==> src/assert_macros.svh <==
// Assertion macros used by the top-level RTL file of the fade sequencer.
`ifndef ASSERT_MACROS_SVH
`define ASSERT_MACROS_SVH
`ifndef SYNTHESIS
`define AFS_ASSERT(name, clk, rst_n, prop) \
    name: assert property (@(posedge clk) disable iff (!rst_n) prop) \
        else $error("assertion failed");
`define AFS_NEVER(name, clk, rst_n, cond) \
    name: assert property (@(posedge clk) disable iff (!rst_n) !(cond)) \
        else $error("forbidden condition seen");
`else
`define AFS_ASSERT(name, clk, rst_n, prop)
`define AFS_NEVER(name, clk, rst_n, cond)
`endif
`endif

==> src/afs_pkg.sv <==
// Package with types, widths and constants of the appearance fade sequencer.
`timescale 1ns / 1ps
`default_nettype none
package afs_pkg;

    localparam int RATE_W  = 16;
    localparam int DT_W    = 15;
    localparam int HOLD_W  = 20;
    localparam int FADE_W  = 17;
    localparam int STEP_W  = 23;
    localparam int MUL_A_W = 34;
    localparam int MUL_B_W = 18;
    localparam int PROD_W  = 52;
    localparam int IN_DATA_W  = 40;
    localparam int OUT_DATA_W = 24;

    localparam logic [15:0]       ELAPSED_CLAMP = 16'd16384;
    localparam logic [FADE_W-1:0] FADE_ONE      = 17'd65536;
    localparam logic [17:0]       SMOOTH_K3     = 18'd196608;
    localparam logic [31:0]       STEP_ROUND    = 32'd128;
    localparam logic [PROD_W:0]   ALPHA_ROUND   = 53'h0_0000_8000_0000;

    localparam logic [RATE_W-1:0] POP_RATE_RESET   = 16'd3072;
    localparam logic [RATE_W-1:0] LEAVE_RATE_RESET = 16'd1024;
    localparam logic [RATE_W-1:0] EXIT_RATE_RESET  = 16'd2048;

    typedef enum logic [1:0] {
        REG_POP_RATE   = 2'd0,
        REG_LEAVE_RATE = 2'd1,
        REG_EXIT_RATE  = 2'd2,
        REG_UNUSED     = 2'd3
    } reg_index_t;

    typedef enum logic {
        ACT_FRAME = 1'b0,
        ACT_HOLD  = 1'b1
    } action_t;

    typedef enum logic [2:0] {
        ST_IDLE,
        ST_STEP,
        ST_APPLY,
        ST_SQUARE,
        ST_CUBE,
        ST_DONE
    } seq_state_t;

endpackage
`default_nettype wire

==> src/appearance_fade_sequencer.sv <==
// Top level of the appearance fade sequencer: control state, sequencer and ports.
//
//   Channel   Direction  Handshake                      Content
//   s_axis    in         s_axis_tvalid / s_axis_tready   frame or exit-hold item
//   m_axis    out        m_axis_tvalid / m_axis_tready   summoned, dismissed, alpha
//   cfg       in         cfg_write_en                   rate registers 0 to 2
//
// A hold item is taken in ST_IDLE, which it does not leave, and gives no transfer on m_axis.
// A frame item passes ST_STEP, ST_APPLY, ST_SQUARE, ST_CUBE and ST_DONE before the
// output register is loaded, skipping ST_STEP and ST_APPLY when the fade stays fixed;
// one shared multiplier forms step, f*f and f*f*k. A finished item waits while the output
// register is full; the next item is let in as soon as the result has been loaded.
// Reset leaves the fade at zero, nothing showing and the rates at their defaults.
`timescale 1ns / 1ps
`default_nettype none
`include "assert_macros.svh"
module appearance_fade_sequencer (
    input  wire logic                           clk,
    input  wire logic                           rst_n,
    input  wire logic                           s_axis_tvalid,
    output logic                                s_axis_tready,
    // Bits from low: wanted, blocker_on_screen, elapsed[15:0], hold_time[19:0], zero pad.
    input  wire logic [afs_pkg::IN_DATA_W-1:0]  s_axis_tdata,
    // Bits from low: action.
    input  wire logic                           s_axis_tuser,
    output logic                                m_axis_tvalid,
    input  wire logic                           m_axis_tready,
    // Bits from low: summoned, dismissed, alpha[16:0], zero pad.
    output logic      [afs_pkg::OUT_DATA_W-1:0] m_axis_tdata,
    input  wire logic                           cfg_write_en,
    input  wire logic [1:0]                     cfg_index,
    input  wire logic [afs_pkg::RATE_W-1:0]     cfg_data
);

    afs_pkg::seq_state_t state_reg, state_next;

    logic [afs_pkg::RATE_W-1:0] pop_rate_reg, leave_rate_reg, exit_rate_reg;

    logic                       showing_reg, showing_next;
    logic                       awaiting_reg, awaiting_next;
    logic                       had_art_reg, had_art_next;
    logic [afs_pkg::HOLD_W-1:0] hold_left_reg, hold_left_next;
    logic [afs_pkg::FADE_W-1:0] fade_reg, fade_next;

    logic                       move_reg, move_next;
    logic                       up_reg, up_next;
    logic [afs_pkg::RATE_W-1:0] rate_reg, rate_next;
    logic [afs_pkg::DT_W-1:0]   dt_reg, dt_next;
    logic                       summ_reg, summ_next;
    logic                       dism_reg, dism_next;

    logic                       out_valid_reg, out_valid_next;
    logic                       out_summ_reg, out_summ_next;
    logic                       out_dism_reg, out_dism_next;
    logic [afs_pkg::FADE_W-1:0] out_alpha_reg, out_alpha_next;

    logic                        mul_en;
    logic [afs_pkg::MUL_A_W-1:0] mul_a;
    logic [afs_pkg::MUL_B_W-1:0] mul_b;
    logic [afs_pkg::PROD_W-1:0]  prod;

    logic                       in_xfer;
    logic                       in_wanted, in_blocker;
    logic [15:0]                in_elapsed;
    logic [afs_pkg::HOLD_W-1:0] in_hold;
    logic [afs_pkg::DT_W-1:0]   dt_clamped;
    logic                       show, changed, summ, dism;
    logic                       had_art_eff;
    logic [afs_pkg::HOLD_W-1:0] hold_base;
    logic [31:0]                step_sum;
    logic [afs_pkg::STEP_W-1:0] step;
    logic [afs_pkg::FADE_W-1:0] room;
    logic [17:0]                smooth_k;
    logic [afs_pkg::PROD_W:0]   alpha_sum;
    logic [20:0]                alpha_raw;
    logic [afs_pkg::FADE_W-1:0] alpha_val;

    afs_mul_unit u_mul (
        .clk  (clk),
        .en   (mul_en),
        .a    (mul_a),
        .b    (mul_b),
        .prod (prod)
    );

    assign in_wanted  = s_axis_tdata[0];
    assign in_blocker = s_axis_tdata[1];
    assign in_elapsed = s_axis_tdata[17:2];
    assign in_hold    = s_axis_tdata[37:18];

    assign s_axis_tready = (state_reg == afs_pkg::ST_IDLE);
    assign in_xfer       = s_axis_tvalid && s_axis_tready;

    assign dt_clamped = (in_elapsed > afs_pkg::ELAPSED_CLAMP) ?
                        afs_pkg::DT_W'(afs_pkg::ELAPSED_CLAMP) : in_elapsed[afs_pkg::DT_W-1:0];
    assign show    = in_wanted && !in_blocker;
    assign changed = (show != showing_reg);
    assign summ    = changed && show;
    assign dism    = changed && !show;
    assign had_art_eff = (!changed && awaiting_reg) ? 1'b0 : had_art_reg;
    assign hold_base   = summ ? '0 : hold_left_reg;

    assign step_sum = {1'b0, prod[30:0]} + afs_pkg::STEP_ROUND;
    assign step     = step_sum[30:8];
    assign room     = afs_pkg::FADE_ONE - fade_reg;
    assign smooth_k = afs_pkg::SMOOTH_K3 - {fade_reg, 1'b0};

    assign alpha_sum = {1'b0, prod} + afs_pkg::ALPHA_ROUND;
    assign alpha_raw = alpha_sum[52:32];
    assign alpha_val = (alpha_raw > 21'(afs_pkg::FADE_ONE)) ?
                       afs_pkg::FADE_ONE : alpha_raw[afs_pkg::FADE_W-1:0];

    always_comb
    begin
        state_next     = state_reg;
        showing_next   = showing_reg;
        awaiting_next  = awaiting_reg;
        had_art_next   = had_art_reg;
        hold_left_next = hold_left_reg;
        fade_next      = fade_reg;
        move_next      = move_reg;
        up_next        = up_reg;
        rate_next      = rate_reg;
        dt_next        = dt_reg;
        summ_next      = summ_reg;
        dism_next      = dism_reg;
        out_valid_next = out_valid_reg && !m_axis_tready;
        out_summ_next  = out_summ_reg;
        out_dism_next  = out_dism_reg;
        out_alpha_next = out_alpha_reg;
        mul_en         = 1'b0;
        mul_a          = '0;
        mul_b          = '0;

        unique case (state_reg)
            afs_pkg::ST_IDLE:
            begin
                if (in_xfer)
                begin
                    if (s_axis_tuser == afs_pkg::ACT_HOLD)
                    begin
                        awaiting_next  = 1'b0;
                        had_art_next   = (in_hold != '0);
                        hold_left_next = in_hold;
                    end
                    else
                    begin
                        showing_next = show;
                        summ_next    = summ;
                        dism_next    = dism;
                        dt_next      = dt_clamped;
                        up_next      = show;
                        rate_next    = show ? pop_rate_reg :
                                       (had_art_eff ? exit_rate_reg : leave_rate_reg);
                        move_next    = 1'b0;
                        if (dism)
                        begin
                            awaiting_next = 1'b1;
                        end
                        else
                        begin
                            awaiting_next = 1'b0;
                            had_art_next  = had_art_eff;
                            hold_left_next = hold_base;
                            if (hold_base != '0)
                            begin
                                hold_left_next = (hold_base > afs_pkg::HOLD_W'(dt_clamped)) ?
                                                 hold_base - afs_pkg::HOLD_W'(dt_clamped) : '0;
                            end
                            else
                            begin
                                move_next = 1'b1;
                            end
                        end
                        state_next = (!dism && hold_base == '0) ?
                                     afs_pkg::ST_STEP : afs_pkg::ST_SQUARE;
                    end
                end
            end
            afs_pkg::ST_STEP:
            begin
                mul_en     = 1'b1;
                mul_a      = afs_pkg::MUL_A_W'(dt_reg);
                mul_b      = afs_pkg::MUL_B_W'(rate_reg);
                state_next = afs_pkg::ST_APPLY;
            end
            afs_pkg::ST_APPLY:
            begin
                if (move_reg && up_reg)
                begin
                    fade_next = (step >= afs_pkg::STEP_W'(room)) ?
                                afs_pkg::FADE_ONE : fade_reg + step[afs_pkg::FADE_W-1:0];
                end
                else if (move_reg)
                begin
                    fade_next = (step >= afs_pkg::STEP_W'(fade_reg)) ?
                                '0 : fade_reg - step[afs_pkg::FADE_W-1:0];
                end
                state_next = afs_pkg::ST_SQUARE;
            end
            afs_pkg::ST_SQUARE:
            begin
                mul_en     = 1'b1;
                mul_a      = afs_pkg::MUL_A_W'(fade_reg);
                mul_b      = afs_pkg::MUL_B_W'(fade_reg);
                state_next = afs_pkg::ST_CUBE;
            end
            afs_pkg::ST_CUBE:
            begin
                mul_en     = 1'b1;
                mul_a      = prod[afs_pkg::MUL_A_W-1:0];
                mul_b      = smooth_k;
                state_next = afs_pkg::ST_DONE;
            end
            afs_pkg::ST_DONE:
            begin
                if (!out_valid_reg || m_axis_tready)
                begin
                    out_valid_next = 1'b1;
                    out_summ_next  = summ_reg;
                    out_dism_next  = dism_reg;
                    out_alpha_next = alpha_val;
                    state_next     = afs_pkg::ST_IDLE;
                end
            end
            default:
            begin
                state_next = afs_pkg::ST_IDLE;
            end
        endcase
    end

    always_ff @(posedge clk or negedge rst_n)
    begin
        if (!rst_n)
        begin
            state_reg      <= afs_pkg::ST_IDLE;
            pop_rate_reg   <= afs_pkg::POP_RATE_RESET;
            leave_rate_reg <= afs_pkg::LEAVE_RATE_RESET;
            exit_rate_reg  <= afs_pkg::EXIT_RATE_RESET;
            showing_reg    <= 1'b0;
            awaiting_reg   <= 1'b0;
            had_art_reg    <= 1'b0;
            hold_left_reg  <= '0;
            fade_reg       <= '0;
            out_valid_reg  <= 1'b0;
        end
        else
        begin
            state_reg     <= state_next;
            showing_reg   <= showing_next;
            awaiting_reg  <= awaiting_next;
            had_art_reg   <= had_art_next;
            hold_left_reg <= hold_left_next;
            fade_reg      <= fade_next;
            out_valid_reg <= out_valid_next;
            if (cfg_write_en)
            begin
                unique case (afs_pkg::reg_index_t'(cfg_index))
                    afs_pkg::REG_POP_RATE:   pop_rate_reg   <= cfg_data;
                    afs_pkg::REG_LEAVE_RATE: leave_rate_reg <= cfg_data;
                    afs_pkg::REG_EXIT_RATE:  exit_rate_reg  <= cfg_data;
                    default:
                    begin
                    end
                endcase
            end
        end
    end

    always_ff @(posedge clk)
    begin
        move_reg      <= move_next;
        up_reg        <= up_next;
        rate_reg      <= rate_next;
        dt_reg        <= dt_next;
        summ_reg      <= summ_next;
        dism_reg      <= dism_next;
        out_summ_reg  <= out_summ_next;
        out_dism_reg  <= out_dism_next;
        out_alpha_reg <= out_alpha_next;
    end

    assign m_axis_tvalid = out_valid_reg;
    assign m_axis_tdata  = {5'b0, out_alpha_reg, out_dism_reg, out_summ_reg};

    `AFS_NEVER(a_fade_in_range, clk, rst_n, fade_reg > afs_pkg::FADE_ONE)
    `AFS_ASSERT(a_alpha_in_range, clk, rst_n, m_axis_tvalid |-> (m_axis_tdata[18:2] <= afs_pkg::FADE_ONE))
    `AFS_ASSERT(a_result_from_done, clk, rst_n, $rose(m_axis_tvalid) |-> $past(state_reg == afs_pkg::ST_DONE))
    `AFS_ASSERT(a_arrival_clears_hold, clk, rst_n, (in_xfer && s_axis_tuser == afs_pkg::ACT_FRAME && summ) |=> (hold_left_reg == '0))

endmodule
`default_nettype wire

==> src/afs_mul_unit.sv <==
// Shared multiplier of the fade sequencer with a registered product.
`timescale 1ns / 1ps
`default_nettype none
module afs_mul_unit (
    input  wire logic                        clk,
    input  wire logic                        en,
    input  wire logic [afs_pkg::MUL_A_W-1:0] a,
    input  wire logic [afs_pkg::MUL_B_W-1:0] b,
    output logic      [afs_pkg::PROD_W-1:0]  prod
);

    logic [afs_pkg::PROD_W-1:0] prod_reg;

    always_ff @(posedge clk)
    begin
        if (en)
        begin
            prod_reg <= afs_pkg::PROD_W'(a) * afs_pkg::PROD_W'(b);
        end
    end

    assign prod = prod_reg;

endmodule
`default_nettype wire

==> config.mk <==
export PLATFORM = sky130hd
export DESIGN_NAME = appearance_fade_sequencer
export DESIGN_NICKNAME = d
export VERILOG_FILES = /design/src/afs_pkg.sv /design/src/appearance_fade_sequencer.sv /design/src/afs_mul_unit.sv
export VERILOG_INCLUDE_DIRS = /design/src /design/src/src
export SDC_FILE = /design/constraint.sdc
export NUM_CORES = 2
export LEC_CHECK = 0
export ABC_AREA = 0
export CORE_AREA = 8 8 276 278
export DETAILED_ROUTE_END_ITERATION = 16
export DIE_AREA = 0 0 284 286
export DONT_BUFFER_PORTS = 1
export GPL_ROUTABILITY_DRIVEN = 0
export GPL_TIMING_DRIVEN = 0
export PLACE_DENSITY_LB_ADDON = 0.25
export REMOVE_ABC_BUFFERS = 1
export SYNTH_ARGS = -nofsm -noshare
export SYNTH_HDL_FRONTEND = slang
export SYNTH_SLANG_ARGS = --single-unit
==> constraint.sdc <==
create_clock -name clk -period 10.1 [get_ports clk]
set_clock_uncertainty 0.15 [all_clocks]
set_input_delay 1.01 -clock clk [delete_from_list [all_inputs] [get_ports clk]]
set_output_delay 1.01 -clock clk [all_outputs]
set_load 0.02 [all_outputs]
### After elaboration in Yosys (flattened, before gate mapping)

Cells that the tools add are included.

* bits in registers: 198
* output and inout port bits: 26
* input bits: 64
* word-level logic and storage cells: 105

* order comparisons: 5
* multipliers: 1
* eq/ne operators: 12
* mux-type cells: 28
* bitwise gates (word level): 1
* reductions and logical operators: 31
* add/sub/neg operators: 7

Operator list (number)
* $pmux W34 S3: 1
* $mux W20: 5
* $mux W17: 4
* $pmux W18 S3: 1
* $add A52 B32 Y53 const B: 1
* $mul A34 B18 Y52: 1
* $ge A23 B17 Y1: 2
* $reduce_bool A20 Y1: 2
* $mux W16: 2
* $add A31 B8 Y31 const B: 1
* $gt A21 B17 Y1 const B: 1
* $gt A20 B15 Y1: 1
* $logic_not A20 Y1: 1
* $sub A20 B15 Y20: 1
* $pmux W3 S6: 1
* $sub A18 B18 Y18 const A: 1
* $add A17 B17 Y17: 1
* $sub A17 B17 Y17: 1
* $sub A17 B17 Y17 const A: 1
* $gt A16 B15 Y1 const B: 1
* $mux W15: 1
* $reduce_and A2 Y1: 6
* $mux W1: 9
* $mux W3: 3
* 18 further kinds: 36

### Depth between registers and ports, before layout

* depth in word-level cells: 11
* mapped depth: 32
* mapped depth without buffers: 28

### Cells and area by module

A second synthesis with hierarchy kept.

* cell total of the unflattened synthesis: 3585
* area total of the unflattened synthesis: 32408.6 µm²

Modules (own cells, without submodules)
* afs_mul_unit: area an instance 20916.3 µm², instances 1, cells an instance 2315, sequential area each 1561.5 µm²
* appearance_fade_sequencer: area an instance 11492.3 µm², instances 1, cells an instance 1270, sequential area each 3928.8 µm²

### Worst setup path after synthesis

No wires, ideal clock.

* kind: register to register
* start point: register fade_reg[2] (netlist bit)
* end point: register u_mul.prod_reg (netlist bit u_mul.prod[45]) (data pin)
* setup slack: 2155 ps
* period minus slack after synthesis: 7945 ps
* arrival time: 7536 ps
* library setup time: 259 ps
* path buffers: 3
* cell stages (with the launch flop): 29
* required time: 9691 ps
* cell sequence: dfrtp_1 > clkbuf_1 > nor4_2 > nand2_1 > or3_1 > o21ai_0 > xnor2_1 > clkbuf_1 > and2_1 > clkbuf_1 > nand2_1 > fa_1 > fa_1 > inv_1 > fa_1 > fa_1 > fa_1 > inv_1 > fa_1 > inv_1 > ha_1 > and3_1 > a311oi_1 > a31oi_1 > o311ai_0 > o21a_1 > nor2_1 > a31oi_1 > xnor2_1

* cells in the longest elaborated chain, start to end: 3
* elaborated cells on any way between the ends: 4
* classes of those cells: add/sub: 1; mul: 1; mux: 2

Ends and longest elaborated chain
* from (decl): RTL line appearance_fade_sequencer.sv:43 `logic [afs_pkg::FADE_W-1:0] fade_reg, fade_next;`
* from (signal assigned): RTL line appearance_fade_sequencer.sv:255 `fade_reg <= fade_next;`
* $sub A18 B18 Y18: RTL line appearance_fade_sequencer.sv:106 `assign smooth_k = afs_pkg::SMOOTH_K3 - {fade_reg, 1'b0};`
* $pmux W18 S3: RTL line appearance_fade_sequencer.sv:135 `unique case (state_reg)`
* $mul A34 B18 Y52 (*): RTL line afs_mul_unit.sv:18 `prod_reg <= afs_pkg::PROD_W'(a) * afs_pkg::PROD_W'(b);`
* to (signal assigned): RTL line afs_mul_unit.sv:18
* to (decl): RTL line afs_mul_unit.sv:12 `logic [afs_pkg::PROD_W-1:0] prod_reg;`

Every way passes the cells marked *; elsewhere a longest branch is shown, timed or not.
A chain may end at the register's enable or synchronous reset.

### Worst setup path in the final report

* start point: register state_reg[2]
* end point: register u_mul.prod_reg (netlist bit u_mul.prod[48]) (data pin)

* cells in the longest elaborated chain, start to end: 3
* elaborated cells on any way between the ends: 6
* classes of those cells: mul: 1; eq/ne: 3; mux: 2

Ends and longest elaborated chain
* from (decl): RTL line appearance_fade_sequencer.sv:35 `afs_pkg::seq_state_t state_reg, state_next;`
* from (signal assigned): RTL line appearance_fade_sequencer.sv:237 `state_reg <= afs_pkg::ST_IDLE;`
* from (signal assigned): RTL line appearance_fade_sequencer.sv:250 `state_reg <= state_next;`
* $eq A3 B3 Y1, or another cell as far along: RTL line appearance_fade_sequencer.sv:135
* $pmux W34 S3 or $pmux W18 S3 (tied branches): RTL line appearance_fade_sequencer.sv:135
* $mul A34 B18 Y52 (*): RTL line afs_mul_unit.sv:18

Marks and branches as above.

==> results by group <==
CTS
  • Root Driver: clkbuf_16
  • CTS clk-pin slew, worst paths: 0.10 ns
  • Clock Latency Late Sink: 0.47 ns
  • CTS tree: done
  • CTS buffer count: 17
  • Sink Count: 198
  • Cts hold-fix bufs: 0
  • Buffer depth of the longest clock path: 2
  • Post-CTS Setup Bufs: 0
  • H-tree Lvls: 4

Worst setup path
  • Crit path max-delay family: adder cells
  • Reg2reg end: u_mul.prod[48]
  • Critical Path Fanout Max: 31
  • CP required: 10.16 ns
  • CP most frequent cell: fa_1
  • Setup crit start kind: flip-flop
  • CP max-delay cell: dfrtp_1
  • Reg2Reg Depth: 25
  • CP Depth: 25
  • Crit path from: state_reg[2]
  • Worst setup EP type: flip-flop
  • Largest stage delay on the critical path: 0.95 ns
  • Origin of the critical flop-to-flop path: state_reg[2]
  • Setup crit end: u_mul.prod[48]
  • Arr. time, crit path: 9.64 ns
  • WP buf/inv: 5
  • Flop-to-flop setup slack: 0.52 ns
  • Critical path class: reg -> reg

Yosys
  • Area of the mapped netlist: 31900 um^2
  • Top-count cell post-synth: inv_1
  • Post-synth ARST share: 46.5%
  • Top post-synthesis cells by count: 651 x inv_1, 538 x nand2_1, 515 x fa_1, 344 x nor2_1, 219 x ha_1
  • Synth Register Bits: 198
  • Post-synthesis area per instance: 8.89 um^2
  • Top_reg_cell synth: edfxtp_1
  • Top cell type's share of synthesized area: 32.3%
  • Ys Warns: 0
  • Synth area leaders: fa_1 32%, edfxtp_1 10%, ha_1 8.6%, inv_1 7.7%, dfrtp_1 6.9%
  • Post-synthesis sequential area ratio: 17.2%
  • Post-synthesis cell count: 3590
  • Yosys top cell by area: fa_1
  • Number of flops mapped to enable cells by yosys: 106
  • Number of library cell types mapped by synthesis: 90

Place
  • DPL Wire Length: 71.8 mm
  • # port buffers: 0

Routing
  • Initial DRC count: 1816
  • Pre-Repair DR Iteration Count: 6
  • Total vias in the final route: 24415
  • DRC violations left: 0
  • WL final: 88.7 mm
  • Via/cell ratio: 5.48
  • Number of routed nets with antenna violations: 0
  • Routed wire per std cell: 19.9 um

Layout
  • Synth-to-layout area growth: 6.11%
  • Register area: 5490 um^2
  • Max reg flops: 52
  • Fillers: 6937
  • Final net count: 4283
  • Area of the multi-input gates: 23600 um^2
  • Inserted Diodes: 0
  • Layout cell share with drive strength beyond 1: 4.86%
  • Final core utilization: 47.0%

Timing
  • Maximum clock frequency: 104 MHz
  • Slew Limit Fails: 0
  • Worst slew pin tran: 1.31 ns
  • RSZ-0062 raised after global routing: false
  • Final setup violation count: 0
  • Final period util: 94.8%
  • Final hold slack: 0.0756 ns
  • Fin. Hold Viols: 0
  • Fin crit period: 9.58 ns
  • Relative slew slack: 11.9%

Floorplan
  • Core area: 72100 um^2
  • Die area: 81200 um^2
  • Die width: 284 um
  • Initial Util: 44.3%
  • Die height: 286 um
  • Row cnt: 99
  • Top Ports: 90

GRT
  • Total global routing track utilization: 22.3%
  • First-pass GRT wire length: 145 mm
  • Largest net degree at the start of global routing: 93
  • Initial antenna violation count: 3
  • Total grt overflow: 0
  • Number of global-route vias before repair: 25706

Run
  • Max cap viols: 0

Worst hold path
  • Hold Crit Class: in -> async

Pwr
  • Static leakage: 0.0161 uW
  • P per Cell Area: 284 nW/um^2
  • VDD IR-drop max: 0.195 mV

Run status
  • Status: finished clean
==> power breakdown <==
group / internal (uW) / total, uW / switching, uW
Combinational: 2600 / 7220 / 4620
Clock: 359 / 775 / 416
Sequential: 1280 / 1630 / 346
==> kinds of logic after synthesis <==
kind of cell,share of synthesized area (%)
AOI/OAI and AO/OA,9.68
muxes,3.25
DFF,17.2
buffers and inverters,9.85
other,0.0235
and+or+nand+nor,15.8
adders and majority gates,40.9
xor gates and xnor gates,3.27
==> worst min-delay path by stage <==
stage	cells past startpoint	endpoint	slack (ns)	start
3_5_place_dp	0	out_dism_reg	0.27	dism_reg
4_1_cts	0	leave_rate_reg[2]	0.05	rst_n
6_report	0	leave_rate_reg[4]	0.08	rst_n
2_1_floorplan	0	out_dism_reg	0.25	dism_reg
5_1_grt	0	leave_rate_reg[2]	0.05	rst_n
3_3_place_gp	0	out_dism_reg	0.28	dism_reg
==> metrics by stage <==
stage          total power [uW]  setup WS [ns]  setup TNS (ns)  instances  cell area, um^2
2_1_floorplan              6390          0.852               0       3440            31300
3_3_place_gp               8470          -2.88          -82.92       4399            32500
3_5_place_dp               8660         -0.220          -0.730       4424            33100
4_1_cts                    9570          0.179               0       4456            33800
5_1_grt                   10500         0.0609               0       4457            33900
6_report                   9630          0.520               0       4457            33900
==> worst reg2reg max path: cells and delay by family, from the launching register on <==
family | cells | cell delay, ns
fa+ha+maj | 7 | 3.54
compound gates | 9 | 2.45
simple gates | 3 | 1.30
flops | 1 | 0.95
buf+inv | 5 | 0.83
xor+xnor | 1 | 0.12
==> metal layers <==
metal / vias to the layer above / global-route usage [%] / wire, um
li1: 11146 / - / -
met1: 12299 / 30.1 / 38500
met2: 796 / 36.3 / 40700
met3: 168 / 3.91 / 6140
met4: 6 / 7.43 / 3340
met5: - / 0 / 37
==> cell type report <==
cell class                      count  area share, %
Clock buffer                       17           1.26
Sequential cell                   198           16.2
Timing Repair Buffer               25           1.32
Multi-Input combinational cell   2592           69.7
Inverter                          651           7.22
Clock inverter                     15          0.699
Tap cell                          959           3.54
==> layout by cell type, fill, tap and decap left out, types with 6 or more instances in the layout <==
cell,Yosys,layout
inv_1,651,651
nand2_1,538,535
fa_1,515,515
nor2_1,344,341
ha_1,219,219
edfxtp_1,106,106
a21oi_1,105,103
dfrtp_1,88,87
o21ai_0,89,80
xnor2_1,79,78
mux2_2,49,49
mux2i_1,47,47
a21o_1,47,47
and3_1,46,45
xor2_1,40,40
nor2b_1,37,36
o21a_1,33,32
nor3_1,32,32
nand4_1,27,27
nand3_1,26,26
nor4_1,23,22
conb_1,2,22
o21ai_1,14,21
a221oi_1,19,19
clkbuf_16,0,17
nand2b_1,17,16
and2_1,16,15
a211oi_1,15,15
a31oi_1,15,15
o22ai_1,24,14
o21bai_1,12,12
o22ai_4,0,10
o31ai_1,9,9
buf_12,0,9
o211ai_1,8,8
or3_1,7,7
o22a_1,11,7
nand3b_1,7,7
buf_16,0,6
==> repair_timing <==
action	4_1_cts	5_1_grt
setup endpoints to repair	6	14
cloned	0	1
gates resized for setup	1	10
pin swaps	0	1
Note: power is estimated with default switching activity, not from simulation.
